--- src/hw/rtl/dam_pkg.sv ---
// Shared types, widths, constants and helper functions of the dihedral angle pipeline.
`timescale 1ns / 1ps
`default_nettype none
package dam_pkg;

   localparam int COORD_W    = 32;
   localparam int DIFF_W     = COORD_W + 1;
   localparam int SHORT_W    = 16;
   localparam int PROD_W     = 2 * SHORT_W;
   localparam int COS_W      = PROD_W + 2;
   localparam int SGNP_W     = SHORT_W + PROD_W;
   localparam int SGN_W      = SGNP_W + 2;
   localparam int SQ_W       = 2 * PROD_W;
   localparam int ROOT_W     = SQ_W / 2;
   localparam int CORD_W     = 36;
   localparam int ANG_W      = 34;
   localparam int OUT_W      = 25;
   localparam int RND_W      = ROOT_W + 1;
   localparam int RND_SHIFT  = 8;
   localparam int SHIFT_MAX  = DIFF_W - SHORT_W;
   localparam int SHIFT_W    = $clog2(SHIFT_MAX + 1);
   localparam int IDX_W      = 5;
   localparam int SQRT_CELLS = ROOT_W;
   localparam int SQRT_TOP   = SQ_W - 2;

   localparam int CORDIC_STAGES = 24;
   localparam int CORDIC_CELLS  = (CORDIC_STAGES > 32) ? 32 : CORDIC_STAGES;

   // input regs..sum stage, sqrt chain, CORDIC setup, CORDIC chain, output reg
   localparam int FRONT_STAGES = 7;
   localparam int PIPE_DEPTH   = FRONT_STAGES + SQRT_CELLS + 1 + CORDIC_CELLS + 1;

   typedef logic signed [COORD_W-1:0] coord_type;
   typedef logic signed [DIFF_W-1:0]  diff_type;
   typedef logic signed [SHORT_W-1:0] short_type;
   typedef logic signed [PROD_W-1:0]  prod_type;
   typedef logic signed [COS_W-1:0]   cos_type;
   typedef logic [SQ_W-1:0]           sq_type;
   typedef logic signed [CORD_W-1:0]  cord_type;
   typedef logic signed [ANG_W-1:0]   ang_type;
   typedef logic [IDX_W-1:0]          idx_type;

   // side flags that ride along with an item
   typedef struct packed {
      logic cos_neg;
      logic sgn_pos;
      logic zero;
   } flags_type;

   localparam ang_type DEG90  = 34'sd1509949440;
   localparam ang_type DEG180 = 34'sd3019898880;

   function automatic prod_type mul16(input short_type a, input short_type b);
      return PROD_W'(a) * PROD_W'(b);
   endfunction

   // a*b - c*d, exact on 32 bits for 16-bit operands
   function automatic prod_type cross_term(input short_type a, input short_type b,
                                           input short_type c, input short_type d);
      return mul16(a, b) - mul16(c, d);
   endfunction

   // atan(2^-i) in degrees * 2^24, rounded to nearest
   function automatic ang_type atan_deg(input idx_type i);
      ang_type v;
      case (i)
         5'd0:  v = 34'sd754974720;
         5'd1:  v = 34'sd445687602;
         5'd2:  v = 34'sd235489088;
         5'd3:  v = 34'sd119537938;
         5'd4:  v = 34'sd60000934;
         5'd5:  v = 34'sd30029717;
         5'd6:  v = 34'sd15018523;
         5'd7:  v = 34'sd7509720;
         5'd8:  v = 34'sd3754917;
         5'd9:  v = 34'sd1877466;
         5'd10: v = 34'sd938734;
         5'd11: v = 34'sd469367;
         5'd12: v = 34'sd234684;
         5'd13: v = 34'sd117342;
         5'd14: v = 34'sd58671;
         5'd15: v = 34'sd29335;
         5'd16: v = 34'sd14668;
         5'd17: v = 34'sd7334;
         5'd18: v = 34'sd3667;
         5'd19: v = 34'sd1833;
         5'd20: v = 34'sd917;
         5'd21: v = 34'sd458;
         5'd22: v = 34'sd229;
         5'd23: v = 34'sd115;
         5'd24: v = 34'sd57;
         5'd25: v = 34'sd29;
         5'd26: v = 34'sd14;
         5'd27: v = 34'sd7;
         5'd28: v = 34'sd4;
         5'd29: v = 34'sd2;
         5'd30: v = 34'sd1;
         default: v = '0;
      endcase
      return v;
   endfunction

endpackage
`default_nettype wire

--- src/hw/rtl/dam_sqrt_cell.sv ---
// One digit cell of the pipelined 64-bit integer square root.
`timescale 1ns / 1ps
`default_nettype none
module dam_sqrt_cell import dam_pkg::*; (
   input  logic      clock,
   input  idx_type   idx,
   input  sq_type    rem_in,
   input  sq_type    res_in,
   input  flags_type flags_in,
   output sq_type    rem_out,
   output sq_type    res_out,
   output flags_type flags_out
);

   sq_type    rem_ff, rem_in_n;
   sq_type    res_ff, res_in_n;
   flags_type flags_ff;
   sq_type    bit_val;
   sq_type    trial;
   logic [5:0] shamt;

   always_comb begin
      shamt   = 6'(SQRT_TOP) - {idx, 1'b0};
      bit_val = SQ_W'(1) << shamt;
      trial   = res_in + bit_val;
      if (rem_in >= trial) begin
         rem_in_n = rem_in - trial;
         res_in_n = (res_in >> 1) + bit_val;
      end else begin
         rem_in_n = rem_in;
         res_in_n = res_in >> 1;
      end
   end

   always_ff @(posedge clock) begin
      rem_ff   <= rem_in_n;
      res_ff   <= res_in_n;
      flags_ff <= flags_in;
   end

   assign rem_out   = rem_ff;
   assign res_out   = res_ff;
   assign flags_out = flags_ff;

endmodule
`default_nettype wire

--- config.mk ---
export PLATFORM = sky130hd
export DESIGN_NAME = dam_sqrt_cell
export DESIGN_NICKNAME = d
export VERILOG_FILES = /design/src/hw/rtl/dam_pkg.sv /design/src/hw/rtl/dam_sqrt_cell.sv
export SDC_FILE = /design/constraint.sdc
export NUM_CORES = 1
export LEC_CHECK = 0
export BUFFER_PORTS_ARGS = -buffer_cell sky130_fd_sc_hd__buf_2
export CAP_MARGIN = 20
export CORE_MARGIN = 10
export CORE_UTILIZATION = 57
export CTS_CLUSTER_SIZE = 8
export DETAILED_ROUTE_END_ITERATION = 10
export PLACE_DENSITY = 0.83
export SYNTH_ARGS = -nofsm -noshare
export SYNTH_HDL_FRONTEND = slang
export SYNTH_SLANG_ARGS = --single-unit
--- constraint.sdc ---
create_clock -name clock -period 9.35 [get_ports clock]
set_clock_uncertainty 0.05 [all_clocks]
set_input_delay 1.87 -clock clock [delete_from_list [all_inputs] [get_ports clock]]
set_output_delay 1.87 -clock clock [all_outputs]
set_load 0.02 [all_outputs]
== After elaboration in Yosys (flattened, before gate mapping) ==
Index checks and enable logic that the tools add are counted.

* Bits of input ports: 137
* Output and inout bits: 131
* Flip-flop bits (word level): 131

* Muxes and demuxes: 2
* Shift operators: 1
* Add/subtract/negate cells: 4
* Magnitude comparators: 1

{| class="wikitable"
|+ Operators with widths
! cell !! count
|-
| $add A63 B64 Y64 || 1
|-
| $add A64 B64 Y64 || 1
|-
| $ge A64 B64 Y1 || 1
|-
| $mux W64 || 1
|-
| $shl A1 B6 Y64 const A || 1
|-
| $sub A64 B64 Y64 || 1
|-
| $mux W63 || 1
|-
| $sub A6 B6 Y6 const A || 1
|}

== Longest topological paths before layout ==
* Word-level depth: 5
* Mapped depth: 29
* Depth with buffers taken out: 25

== Least setup slack after synthesis ==
Ideal clock, no wire load.

* Kind: input to register
* Start point: in idx[0]
* End point: reg rem_ff[34], in the netlist rem_out[34]
* Library setup time: 133 ps
* Path buffers: 4
* Cell stages on the path: 28
* Setup slack: 2152 ps
* Data arrival time: 7016 ps
* Cell sequence: or2_2 clkbuf_1 nor2_1 ha_1 a31oi_1 nor2_1 maj3_1 a31oi_1 o21ai_1 a222oi_1 nand2_1 a31oi_1 o21bai_1 xnor2_1 ha_1 clkbuf_1 a21o_1 a21o_1 a21o_1 and2_1 o21ai_0 a21oi_1 a211oi_2 nand2_1 clkbuf_1 clkbuf_1 nor2_1 a21oi_1

* Word-level cells in the longest chain between the ends: 5
* Elaborated cells between the ends (all ways): 6

{| class="wikitable"
|+ Ends and longest elaborated chain
! what !! line !! text
|-
| start: declaration || dam_sqrt_cell.sv:6 || <nowiki>input idx_type idx,</nowiki>
|-
| $sub A6 B6 Y6 * || dam_sqrt_cell.sv:23 || <nowiki>shamt = 6'(SQRT_TOP) - {idx, 1'b0};</nowiki>
|-
| $shl A1 B6 Y64 * || dam_sqrt_cell.sv:24 || <nowiki>bit_val = SQ_W'(1) << shamt;</nowiki>
|-
| $add A64 B64 Y64 * || dam_sqrt_cell.sv:25 || <nowiki>trial = res_in + bit_val;</nowiki>
|-
| $sub A64 B64 Y64 / $ge A64 B64 Y1 (equally long branches) || dam_sqrt_cell.sv:27, dam_sqrt_cell.sv:26 ||
|-
| $mux W64 * || dam_sqrt_cell.sv:26 || <nowiki>if (rem_in >= trial) begin</nowiki>
|-
| net rem_in_n[34] || dam_sqrt_cell.sv:15 || <nowiki>sq_type rem_ff, rem_in_n;</nowiki>
|-
| end signal: assignment || dam_sqrt_cell.sv:36 || <nowiki>rem_ff <= rem_in_n;</nowiki>
|-
| end: declaration || dam_sqrt_cell.sv:15 ||
|}

The timed path passes the listed nets; every way through them passes the cells marked *.
A chain may end at the register's enable or synchronous reset.

== Worst setup path in the final report ==
* Start point: in idx[1]
* End point: reg rem_ff[49], in the netlist rem_out[49]

Same word-level chain as after synthesis.

==> metrics.cfg <==
[synth]
synth.distinct_cells=90
synth.most_common_cell=nor2_1
yosys_warnings=0
synth_simple_gate_area_share_pct=22.6
ys_async_sr_fraction_pct=0
synth_mux_area_share_pct=0.496
ys.flop_type=dfxtp_1
ys_top_cells_by_area=dfxtp_1 (20%), ha_1 (12%), a21oi_1 (6.5%)
synth_top_family_by_area=compound AO/OA/AOI/OAI gates
synth_edf_count=0
avgSynthCellArea_um2=7.39
synthTopCellsByCount=nor2_1 (206), nand2_1 (189), a21oi_1 (167)
synthesis.nets=2007
synth_compound_area_share_pct=28.5
netlist.area_leader.share_pct=20.4
ys_ff_latch=131
yosysSeqAreaShare_pct=20.4
yosys.area.top_type=dfxtp_1
synthXorXnorAreaFrac_pct=12.0
netlist_area_um2=12900
synthAdderAreaFrac_pct=12.6
synthesis.instances=1743

[floorplan]
io_pins=268
start_util_pct=58.4
die_w_um=170
core-area_um2=22000
rows=54
chipHeight_um=170
die-area_um2=29000

[timing]
relSlewSlack_pct=53.6
finalCritPeriodShare_pct=86.7
timing_hold_violations_final=0
tightest_slew_ps=695
fmax_mhz=123
fin_crit_ps=8110
setup_tns_ps=0
grt_setup_unrepaired=false
slew_violations=0
setup_viol=0

[global_routing]
grt_pass1_vias=13100
grtUsageTotal_pct=29.7
grt_max_degree=55
antenna_found_initial=2
grt.overflow.total=0
grt_pass1_wl_mm=70.1

[cells_and_area]
nFillCells=1937
syn2layout_area_growth_pct=15.5
final_cells=2256
final_nets=2224
drive_above_1_share_pct=17.8

[setup_path]
cp_max_fo=46
crit_path_start_kind=primary input
cp.required_ps=9610
path_class=primary input to register
arrival_ps=8370
worstSetupEndpointType=register

[routing]
drt_drc_violations_left=0
via_count=14200
routed_wirelength_mm=45.1
drtIter0Drc=1513
routedWlPerCell_um=20.0
first_pass_iters=6
viasPerCell=6.29
ant_nets=0

[run_status]
status=completed

[clocking]
root_buffer=clkbuf_16
cts_resized=0
clkSinkCount=131
postCtsHoldBufs=0
tritoncts=yes
cts_setup_buffers=0
cts.clk_slew.worst_paths_ps=60
clk_path_buf_depth=2
h-tree-depth=4
numCtsBuffers=17

[hold_path]
hp-class=primary input to register

[pwr]
p_total_mw=2.19
vdd_drop_max_uv=106
leakagePower_nw=6.58
powerDensity_nw_per_um2=147

[placement]
gp_congestion=1.02
hpwl_mm=35.9
placed_cells=2221
numPortBuffers=267

[run]
cap_viol_max_count=0

-- final timing paths --
check        start  depth (start not counted)      endpoint  slack (ps)
max         idx[1]                         27   rem_out[49]        1240
min    flags_in[2]                          1  flags_out[2]        1480
-- layout by cell type, fill, tap and decap left out, types with 13 or more instances in the layout --
| cell type | Yosys | routed |
|---|---|---|
| inv_1 | 31 | 31 |
| and2_1 | 23 | 22 |
| clkbuf_16 | 0 | 17 |
| a21oi_1 | 167 | 167 |
| a31oi_1 | 61 | 61 |
| xnor2_1 | 91 | 91 |
| ha_1 | 126 | 126 |
| and3_1 | 17 | 17 |
| nand2_1 | 189 | 188 |
| nand4_1 | 34 | 34 |
| nor2_1 | 206 | 206 |
| o21bai_1 | 31 | 31 |
| nor2b_1 | 17 | 17 |
| dfxtp_1 | 131 | 131 |
| o21a_1 | 17 | 17 |
| xor2_1 | 86 | 86 |
| o21ai_0 | 114 | 114 |
| nor3_1 | 33 | 33 |
| a21o_1 | 60 | 60 |
| nand2b_1 | 13 | 13 |
| a31o_2 | 15 | 15 |
| buf_2 | 6 | 267 |
| or3_1 | 17 | 17 |
| nand3_1 | 39 | 39 |
-- logic make-up after synthesis --
kind of cell / Yosys count
buffers and inverters: 105
flip-flops: 131
multiplexers: 6
XOR/XNOR: 177
AND/OR/NAND/NOR: 626
AO/OA/AOI/OAI: 568
adder cells (fa/ha/maj): 130
-- state kept, by name, indices dropped and copies added (netlist names) --
signal	count
res_out	64
rem_out	64
flags_out	3
-- worst max-delay path, cell delays in order --
cell	delay, ps
buf_2	130
nand2b_1	290
nor2_1	230
ha_1	300
a21o_1	190
a31oi_1	300
nor3_1	120
a21oi_1	290
o21ai_1	190
a222oi_1	520
nand2_1	210
a31oi_1	360
o21bai_1	120
xnor2_1	250
ha_1	360
a21o_1	200
a21o_1	170
a21o_1	190
and2_1	170
o21ai_0	160
a21oi_1	100
a211oi_2	490
nand2_4	320
buf_4	380
buf_4	270
nor2_1	120
a21oi_1	50
-- report_power, final --
| group | internal (mW) | switching, mW | total (mW) |
|---|---|---|---|
| Sequential | 0.642 | 0.0210 | 0.663 |
| Combinational | 0.300 | 0.556 | 0.856 |
| Clock | 0.369 | 0.303 | 0.672 |
-- final cells by class --
| type | instances | area [um2] | area share [%] |
|---|---|---|---|
| clock inverters | 14 | 130 | 0.875 |
| multi-input cells | 1507 | 9820 | 66.0 |
| clock buffers | 18 | 429 | 2.89 |
| flip-flops and latches | 131 | 2620 | 17.6 |
| well taps | 280 | 350 | 2.36 |
| diodes | 3 | 7.51 | 0.0505 |
| repair buffers | 272 | 1400 | 9.41 |
| inverters | 31 | 116 | 0.783 |
-- metrics by stage --
step | utilization (%) | hold WS, ps | cell area, um2 | setup slack [ps]
6_report | 67.5 | 1480 | 14900 | 1240
5_1_grt | 67.5 | 1480 | 14900 | 697
4_1_cts | 67.5 | 1480 | 14900 | 1390
3_5_place_dp | 64.9 | 1930 | 14300 | 983
3_3_place_gp | 64.9 | 1920 | 14300 | 1150
2_1_floorplan | - | 1850 | 12900 | 2150
-- routing by layer --
metal / track usage (%) / wire length (um)
met1: 41.6 / 19900
met2: 44.6 / 19100
met3: 5.83 / 5010
met5: 0 / 0
met4: 9.61 / 1110
Power figures use the tool's default switching activity.
