### src/hw/rtl/dam_pkg.sv
// Shared types, widths, constants and helper functions of the dihedral angle pipeline.
`timescale 1ns / 1ps
`default_nettype none
package dam_pkg;

   localparam int COORD_W    = 32;
   localparam int DIFF_W     = COORD_W + 1;
   localparam int SHORT_W    = 16;
   localparam int PROD_W     = 2 * SHORT_W;
   localparam int COS_W      = PROD_W + 2;
   localparam int SGNP_W     = SHORT_W + PROD_W;
   localparam int SGN_W      = SGNP_W + 2;
   localparam int SQ_W       = 2 * PROD_W;
   localparam int ROOT_W     = SQ_W / 2;
   localparam int CORD_W     = 36;
   localparam int ANG_W      = 34;
   localparam int OUT_W      = 25;
   localparam int RND_W      = ROOT_W + 1;
   localparam int RND_SHIFT  = 8;
   localparam int SHIFT_MAX  = DIFF_W - SHORT_W;
   localparam int SHIFT_W    = $clog2(SHIFT_MAX + 1);
   localparam int IDX_W      = 5;
   localparam int SQRT_CELLS = ROOT_W;
   localparam int SQRT_TOP   = SQ_W - 2;

   localparam int CORDIC_STAGES = 24;
   localparam int CORDIC_CELLS  = (CORDIC_STAGES > 32) ? 32 : CORDIC_STAGES;

   // input regs..sum stage, sqrt chain, CORDIC setup, CORDIC chain, output reg
   localparam int FRONT_STAGES = 7;
   localparam int PIPE_DEPTH   = FRONT_STAGES + SQRT_CELLS + 1 + CORDIC_CELLS + 1;

   typedef logic signed [COORD_W-1:0] coord_type;
   typedef logic signed [DIFF_W-1:0]  diff_type;
   typedef logic signed [SHORT_W-1:0] short_type;
   typedef logic signed [PROD_W-1:0]  prod_type;
   typedef logic signed [COS_W-1:0]   cos_type;
   typedef logic [SQ_W-1:0]           sq_type;
   typedef logic signed [CORD_W-1:0]  cord_type;
   typedef logic signed [ANG_W-1:0]   ang_type;
   typedef logic [IDX_W-1:0]          idx_type;

   // side flags that ride along with an item
   typedef struct packed {
      logic cos_neg;
      logic sgn_pos;
      logic zero;
   } flags_type;

   localparam ang_type DEG90  = 34'sd1509949440;
   localparam ang_type DEG180 = 34'sd3019898880;

   function automatic prod_type mul16(input short_type a, input short_type b);
      return PROD_W'(a) * PROD_W'(b);
   endfunction

   // a*b - c*d, exact on 32 bits for 16-bit operands
   function automatic prod_type cross_term(input short_type a, input short_type b,
                                           input short_type c, input short_type d);
      return mul16(a, b) - mul16(c, d);
   endfunction

   // atan(2^-i) in degrees * 2^24, rounded to nearest
   function automatic ang_type atan_deg(input idx_type i);
      ang_type v;
      case (i)
         5'd0:  v = 34'sd754974720;
         5'd1:  v = 34'sd445687602;
         5'd2:  v = 34'sd235489088;
         5'd3:  v = 34'sd119537938;
         5'd4:  v = 34'sd60000934;
         5'd5:  v = 34'sd30029717;
         5'd6:  v = 34'sd15018523;
         5'd7:  v = 34'sd7509720;
         5'd8:  v = 34'sd3754917;
         5'd9:  v = 34'sd1877466;
         5'd10: v = 34'sd938734;
         5'd11: v = 34'sd469367;
         5'd12: v = 34'sd234684;
         5'd13: v = 34'sd117342;
         5'd14: v = 34'sd58671;
         5'd15: v = 34'sd29335;
         5'd16: v = 34'sd14668;
         5'd17: v = 34'sd7334;
         5'd18: v = 34'sd3667;
         5'd19: v = 34'sd1833;
         5'd20: v = 34'sd917;
         5'd21: v = 34'sd458;
         5'd22: v = 34'sd229;
         5'd23: v = 34'sd115;
         5'd24: v = 34'sd57;
         5'd25: v = 34'sd29;
         5'd26: v = 34'sd14;
         5'd27: v = 34'sd7;
         5'd28: v = 34'sd4;
         5'd29: v = 34'sd2;
         5'd30: v = 34'sd1;
         default: v = '0;
      endcase
      return v;
   endfunction

endpackage
`default_nettype wire

### src/hw/rtl/dam_cordic_cell.sv
// One vectoring-mode CORDIC rotation cell with degree accumulator.
`timescale 1ns / 1ps
`default_nettype none
module dam_cordic_cell import dam_pkg::*; (
   input  logic      clock,
   input  idx_type   idx,
   input  cord_type  x_in,
   input  cord_type  y_in,
   input  ang_type   z_in,
   input  flags_type flags_in,
   output cord_type  x_out,
   output cord_type  y_out,
   output ang_type   z_out,
   output flags_type flags_out
);

   cord_type  x_ff, x_in_n;
   cord_type  y_ff, y_in_n;
   ang_type   z_ff, z_in_n;
   flags_type flags_ff;
   cord_type  xs, ys;

   always_comb begin
      xs = x_in >>> idx;
      ys = y_in >>> idx;
      if (!y_in[CORD_W-1] && (y_in != '0)) begin
         x_in_n = x_in + ys;
         y_in_n = y_in - xs;
         z_in_n = z_in + atan_deg(idx);
      end else begin
         x_in_n = x_in - ys;
         y_in_n = y_in + xs;
         z_in_n = z_in - atan_deg(idx);
      end
   end

   always_ff @(posedge clock) begin
      x_ff     <= x_in_n;
      y_ff     <= y_in_n;
      z_ff     <= z_in_n;
      flags_ff <= flags_in;
   end

   assign x_out     = x_ff;
   assign y_out     = y_ff;
   assign z_out     = z_ff;
   assign flags_out = flags_ff;

endmodule
`default_nettype wire

### config.mk
export PLATFORM = sky130hd
export DESIGN_NAME = dam_cordic_cell
export DESIGN_NICKNAME = d
export VERILOG_FILES = /design/src/hw/rtl/dam_pkg.sv /design/src/hw/rtl/dam_cordic_cell.sv
export SDC_FILE = /design/constraint.sdc
export NUM_CORES = 1
export LEC_CHECK = 0
export BUFFER_PORTS_ARGS = -buffer_cell sky130_fd_sc_hd__buf_2
export CAP_MARGIN = 20
export CORE_AREA = 2 2 203 205
export DETAILED_ROUTE_END_ITERATION = 10
export DIE_AREA = 0 0 205 207
export SLEW_MARGIN = 20
export SYNTH_ARGS = -nofsm -noshare
export SYNTH_HDL_FRONTEND = slang
export SYNTH_SLANG_ARGS = --single-unit
### constraint.sdc
create_clock -name clock -period 8.64 [get_ports clock]
set_input_delay 1.296 -clock clock [delete_from_list [all_inputs] [get_ports clock]]
set_output_delay 1.296 -clock clock [all_outputs]
set_load 0.01 [all_outputs]
Word level (Yosys, flattened, before mapping)
Memories as Yosys holds them, arrays and structs flattened.
Index checks and enable logic that the tools add are counted.
Operators by class
  multiplexer cells: 5
  add/subtract/negate cells: 6
  reduce and logical (&&, ||, !) cells: 3
  shifts and indexed selects: 2
Operators with widths (number)
  2-to-1 mux 34 bit: 3
  adder 36 bit: 2
  2-to-1 mux 36 bit: 2
  >>> shifter 36 x 5 -> 36 bit: 2
  subtractor 36 bit: 2
  nonzero test 36 bit: 1
  adder 34 bit: 1
  subtractor 34 bit: 1
  logical AND 1 bit: 1
  logical NOT 1 bit: 1
Word-level totals
  bits in read-only memories: 1920
  memories: 2
  register bits after elaboration: 109
Memory list
  (no name shown): depth 32, width 30, read ports 1, clocked after Yosys merged registers in 0, wr ports 0, RTL line dam_pkg.sv:66  | case (i)
  (no name shown): depth 32, width 30, read ports 1, clocked after Yosys merged registers in 0, wr ports 0, RTL line dam_pkg.sv:66

Logic depth before layout (Yosys ltp)
  depth after elaboration: 5
  mapped depth: 27

Worst setup path after synthesis
Ideal clock, no wire load.
  kind: input to register
  from: input port idx[0]
  to: register z_ff[31], in the netlist z_out[31]
  path slack: 1.948 ns
  stages: 22
  data arrival time: 6.565 ns
  path through: buf_4 inv_4 buf_2 buf_1 ha_1 mux4_2 a22oi_1 nand2_1 or3_1 or4_1 and2_1 xnor2_1 ha_1 o211ai_1 nand2_1 o31a_1 a31oi_1 a211oi_1 or2_2 a21oi_1 o21ai_0 xor2_1
On the way
  cells in the longest elaborated chain, start to end: 4
  elaborated cells on any way between the ends: 7
RTL lines
  start: declaration: RTL line dam_cordic_cell.sv:6  | input idx_type idx,
  memory (32 x 30 bit)
  2-to-1 mux 34 bit: RTL line dam_cordic_cell.sv:26  | if (!y_in[CORD_W-1] && (y_in != '0)) begin
  subtractor 34 bit or adder 34 bit (tied branches): RTL line dam_cordic_cell.sv:33, dam_cordic_cell.sv:29
  2-to-1 mux 34 bit (*): RTL line dam_cordic_cell.sv:26
  net z_in_n[31]: RTL line dam_cordic_cell.sv:19  | ang_type z_ff, z_in_n;
  end signal: assignment: RTL line dam_cordic_cell.sv:40  | z_ff <= z_in_n;
  end: declaration: RTL line dam_cordic_cell.sv:19
The timed path passes the listed nets; every way through them passes the cells marked *. The select of a mux whose other input is x is not followed.

Worst setup path in the final report
  from: input port idx[3]
  to: register x_ff[35], in the netlist x_out[35]
On the way
  cells in the longest elaborated chain, start to end: 3
  elaborated cells on any way between the ends: 4
RTL lines
  >>> shifter 36 x 5 -> 36 bit (*): RTL line dam_cordic_cell.sv:25  | ys = y_in >>> idx;
  subtractor 36 bit or adder 36 bit (tied branches): RTL line dam_cordic_cell.sv:31, dam_cordic_cell.sv:27
  2-to-1 mux 36 bit (*): RTL line dam_cordic_cell.sv:26
  net x_in_n[35]: RTL line dam_cordic_cell.sv:17  | cord_type x_ff, x_in_n;
  end signal: assignment: RTL line dam_cordic_cell.sv:38  | x_ff <= x_in_n;
  end: declaration: RTL line dam_cordic_cell.sv:17
The timed path passes the listed nets; every way through them passes the cells marked *.

==> metrics.csv <==
metric;value;unit
status;finished, final reports clean;
register_area;2180;sq um
syn_avg_cell_area;8.40;sq um
crit_slowest_cell;buf_2;
clockBufferDepth;2;
timing.final.crit_share;85.2;%
synth_top_family_by_area;compound AO/OA/AOI/OAI gates;
ys.flop_type;dfxtp_1;
ys_types;98;
synth_edf_count;0;
arrival;7.65;ns
fp.dieW;205;microns
grt_first_pass_wirelength;86700;microns
tritoncts;yes;
critical-path-top-delay-family;compound AO/OA/AOI/OAI gates;
nets;2204;
dpl.cell_count;2492;
synthMuxAreaShare;20.0;%
maxCapViolations;0;
synth_nets;2034;
yosysSeqAreaShare;14.4;%
crit_type;primary input to flip-flop;
ant_nets;0;
die_y;207;microns
leakage;7.32;nW
synth-warning-count;0;
setup-tns-final;0;ns
gp_congestion;1.01;
worst_slack;1.28;ns
antenna_found_initial;0;
post-route-min-period;7.36;ns
cts.htree.levels;3;
floorplan.core_area;40400;sq um
nFillCells;4192;
drc;0;
instances_no_fill;2507;
drv_slew;0;
num_vias;15200;
yosys.area_share.simple;17.0;%
cts_hold_buf;0;
cts_setup_buffers;0;
hold_viol_final;0;
wl;57200;microns
grtUsageTotal;26.6;%
synth_compound_area_share;23.6;%
netlist_area;15100;sq um
grt_overflow;0;
initial_core_util;37.5;%
start_kind;primary input;
cp-end-kind;flip-flop;
drt_iter0_markers;1391;
pre_cts_ws;0.979;ns
synthToLayoutAreaGrowth;12.1;%
cts_sinks;109;
final_layout_size_suffix_gt1_share;21.9;%
grt_max_degree;80;
syn_inst;1801;
peakVddDrop;0.102;mV
fp-row-count;74;
hp-class;primary input to flip-flop;
first_pass_iters;5;
diodes;0;
cp.required;8.93;ns
synth_adder_area_share;9.91;%
wire_per_inst;22.8;microns
p_per_area;176;nW/um^2
cts_made_buffers;9;
worst_pin_slew;0.995;ns
first_global_vias;14700;
multi_input_area;12300;sq um
post_cts_resized;0;
slowest_delay;0.72;ns
path_buf_inv;1;
async_flop_share;0;%
path_common_cell;o21ai_0;
max_clock_freq;136;MHz
path_max_fanout;46;
synth_xor_area_share;10.7;%
max_slew_margin;33.4;%
ys_seq_elements;109;
rsz0062_at_grt;false;
clk_pin_slew;0.08;ns
fin_hold_ws;0.982;ns
die-area;42400;sq um
ioPinCount;224;
final-setup-viol-count;0;
cts-root-buf;clkbuf_16;
via_per_inst;6.06;
io_buffers;223;
dp_hpwl;44900;microns
crit_chain;buf_2 > mux4_2 > mux2i_1 > nor2_1 > a2111oi_2 > ha_1 > nand3_1 > nor2_1 > a21oi_1 > xnor2_1 > ha_1 > a211o_1 > or3_1 > o21ai_0 > a211oi_1 > a31oi_1 > o21ai_0 > a221o_1 > o2bb2ai_1 > o21ai_0 > xnor2_1;
-- cell families (layout without fill, tap and decap cells) --
group                      after synthesis  after routing
AOI/OAI and AO/OA                      531            531
and+or+nand+nor                        527            527
DFF                                    109            109
xor gates and xnor gates               185            185
buffers and inverters                  141            315
muxes                                  190            190
adders and majority gates              118            118
-- cells in the final DEF (no fill, tap or decap), types with 23 or more instances in the layout --
cell      count
a211oi_1     23
a21o_1       57
a21oi_1     136
a31oi_1      27
buf_2       220
buf_4        28
dfxtp_1     109
ha_1        115
inv_1        46
mux2_2       33
mux2i_1      64
mux4_2       85
nand2_1     160
nand2b_1     30
nand3_1      26
nor2_1      159
nor3_1       24
o21ai_0      91
xnor2_1     112
xor2_1       73
-- per-layer routing --
metal | global-route usage [%] | wire, microns
met5 | 0 | 0
met4 | 13.6 | 2600
met3 | 5.30 | 4690
met2 | 43.7 | 26700
met1 | 32.8 | 23200
-- final cells by class --
| cell class | count | area share (%) |
|---|---|---|
| well taps | 532 | 3.93 |
| repair buffers | 251 | 8.03 |
| flip-flops and latches | 109 | 12.9 |
| inverters | 49 | 1.10 |
| clock buffers | 10 | 1.35 |
| multi-input cells | 1551 | 72.5 |
| clock inverters | 5 | 0.221 |
-- Yosys cell counts (30+ instances only) --
| library cell | count | area, sq um |
|---|---|---|
| mux2_2 | 33 | 372 |
| ha_1 | 115 | 1440 |
| inv_1 | 46 | 173 |
| clkbuf_1 | 41 | 154 |
| nand2_1 | 160 | 601 |
| o21ai_0 | 91 | 455 |
| nor2_1 | 159 | 597 |
| a21o_1 | 57 | 428 |
| xor2_1 | 73 | 639 |
| nand2b_1 | 30 | 188 |
| xnor2_1 | 112 | 981 |
| a21oi_1 | 136 | 681 |
| mux2i_1 | 64 | 641 |
| mux4_2 | 85 | 1910 |
| dfxtp_1 | 109 | 2180 |
-- path summary, 6_finish.rpt --
path / end / from / cells past startpoint / slack (ns)
max: x_out[35] / idx[3] / 21 / 1.28
min: flags_out[0] / flags_in[0] / 1 / 0.98
-- through the flow --
stage | cell area [sq um] | power (mW) | utilization (%)
3_5_place_dp | 16700 | 2.57 | 41.3
6_report | 17000 | 2.98 | 42.0
4_1_cts | 17000 | 3.00 | 42.0
3_3_place_gp | 16700 | 2.57 | 41.3
2_1_floorplan | 15100 | 2.00 | -
5_1_grt | 17000 | 3.21 | 42.0
-- power by group --
| group | total (mW) | internal [mW] | switching (mW) |
|---|---|---|---|
| clock network | 0.403 | 0.194 | 0.209 |
| logic | 1.81 | 0.757 | 1.05 |
| registers | 0.771 | 0.723 | 0.0480 |
-- registers in the layout, indices dropped and copies added, names as in the netlist --
register and cells:
flags_out 3, y_out 36, z_out 34, x_out 36
Note: power is estimated with default switching activity, not from simulation.
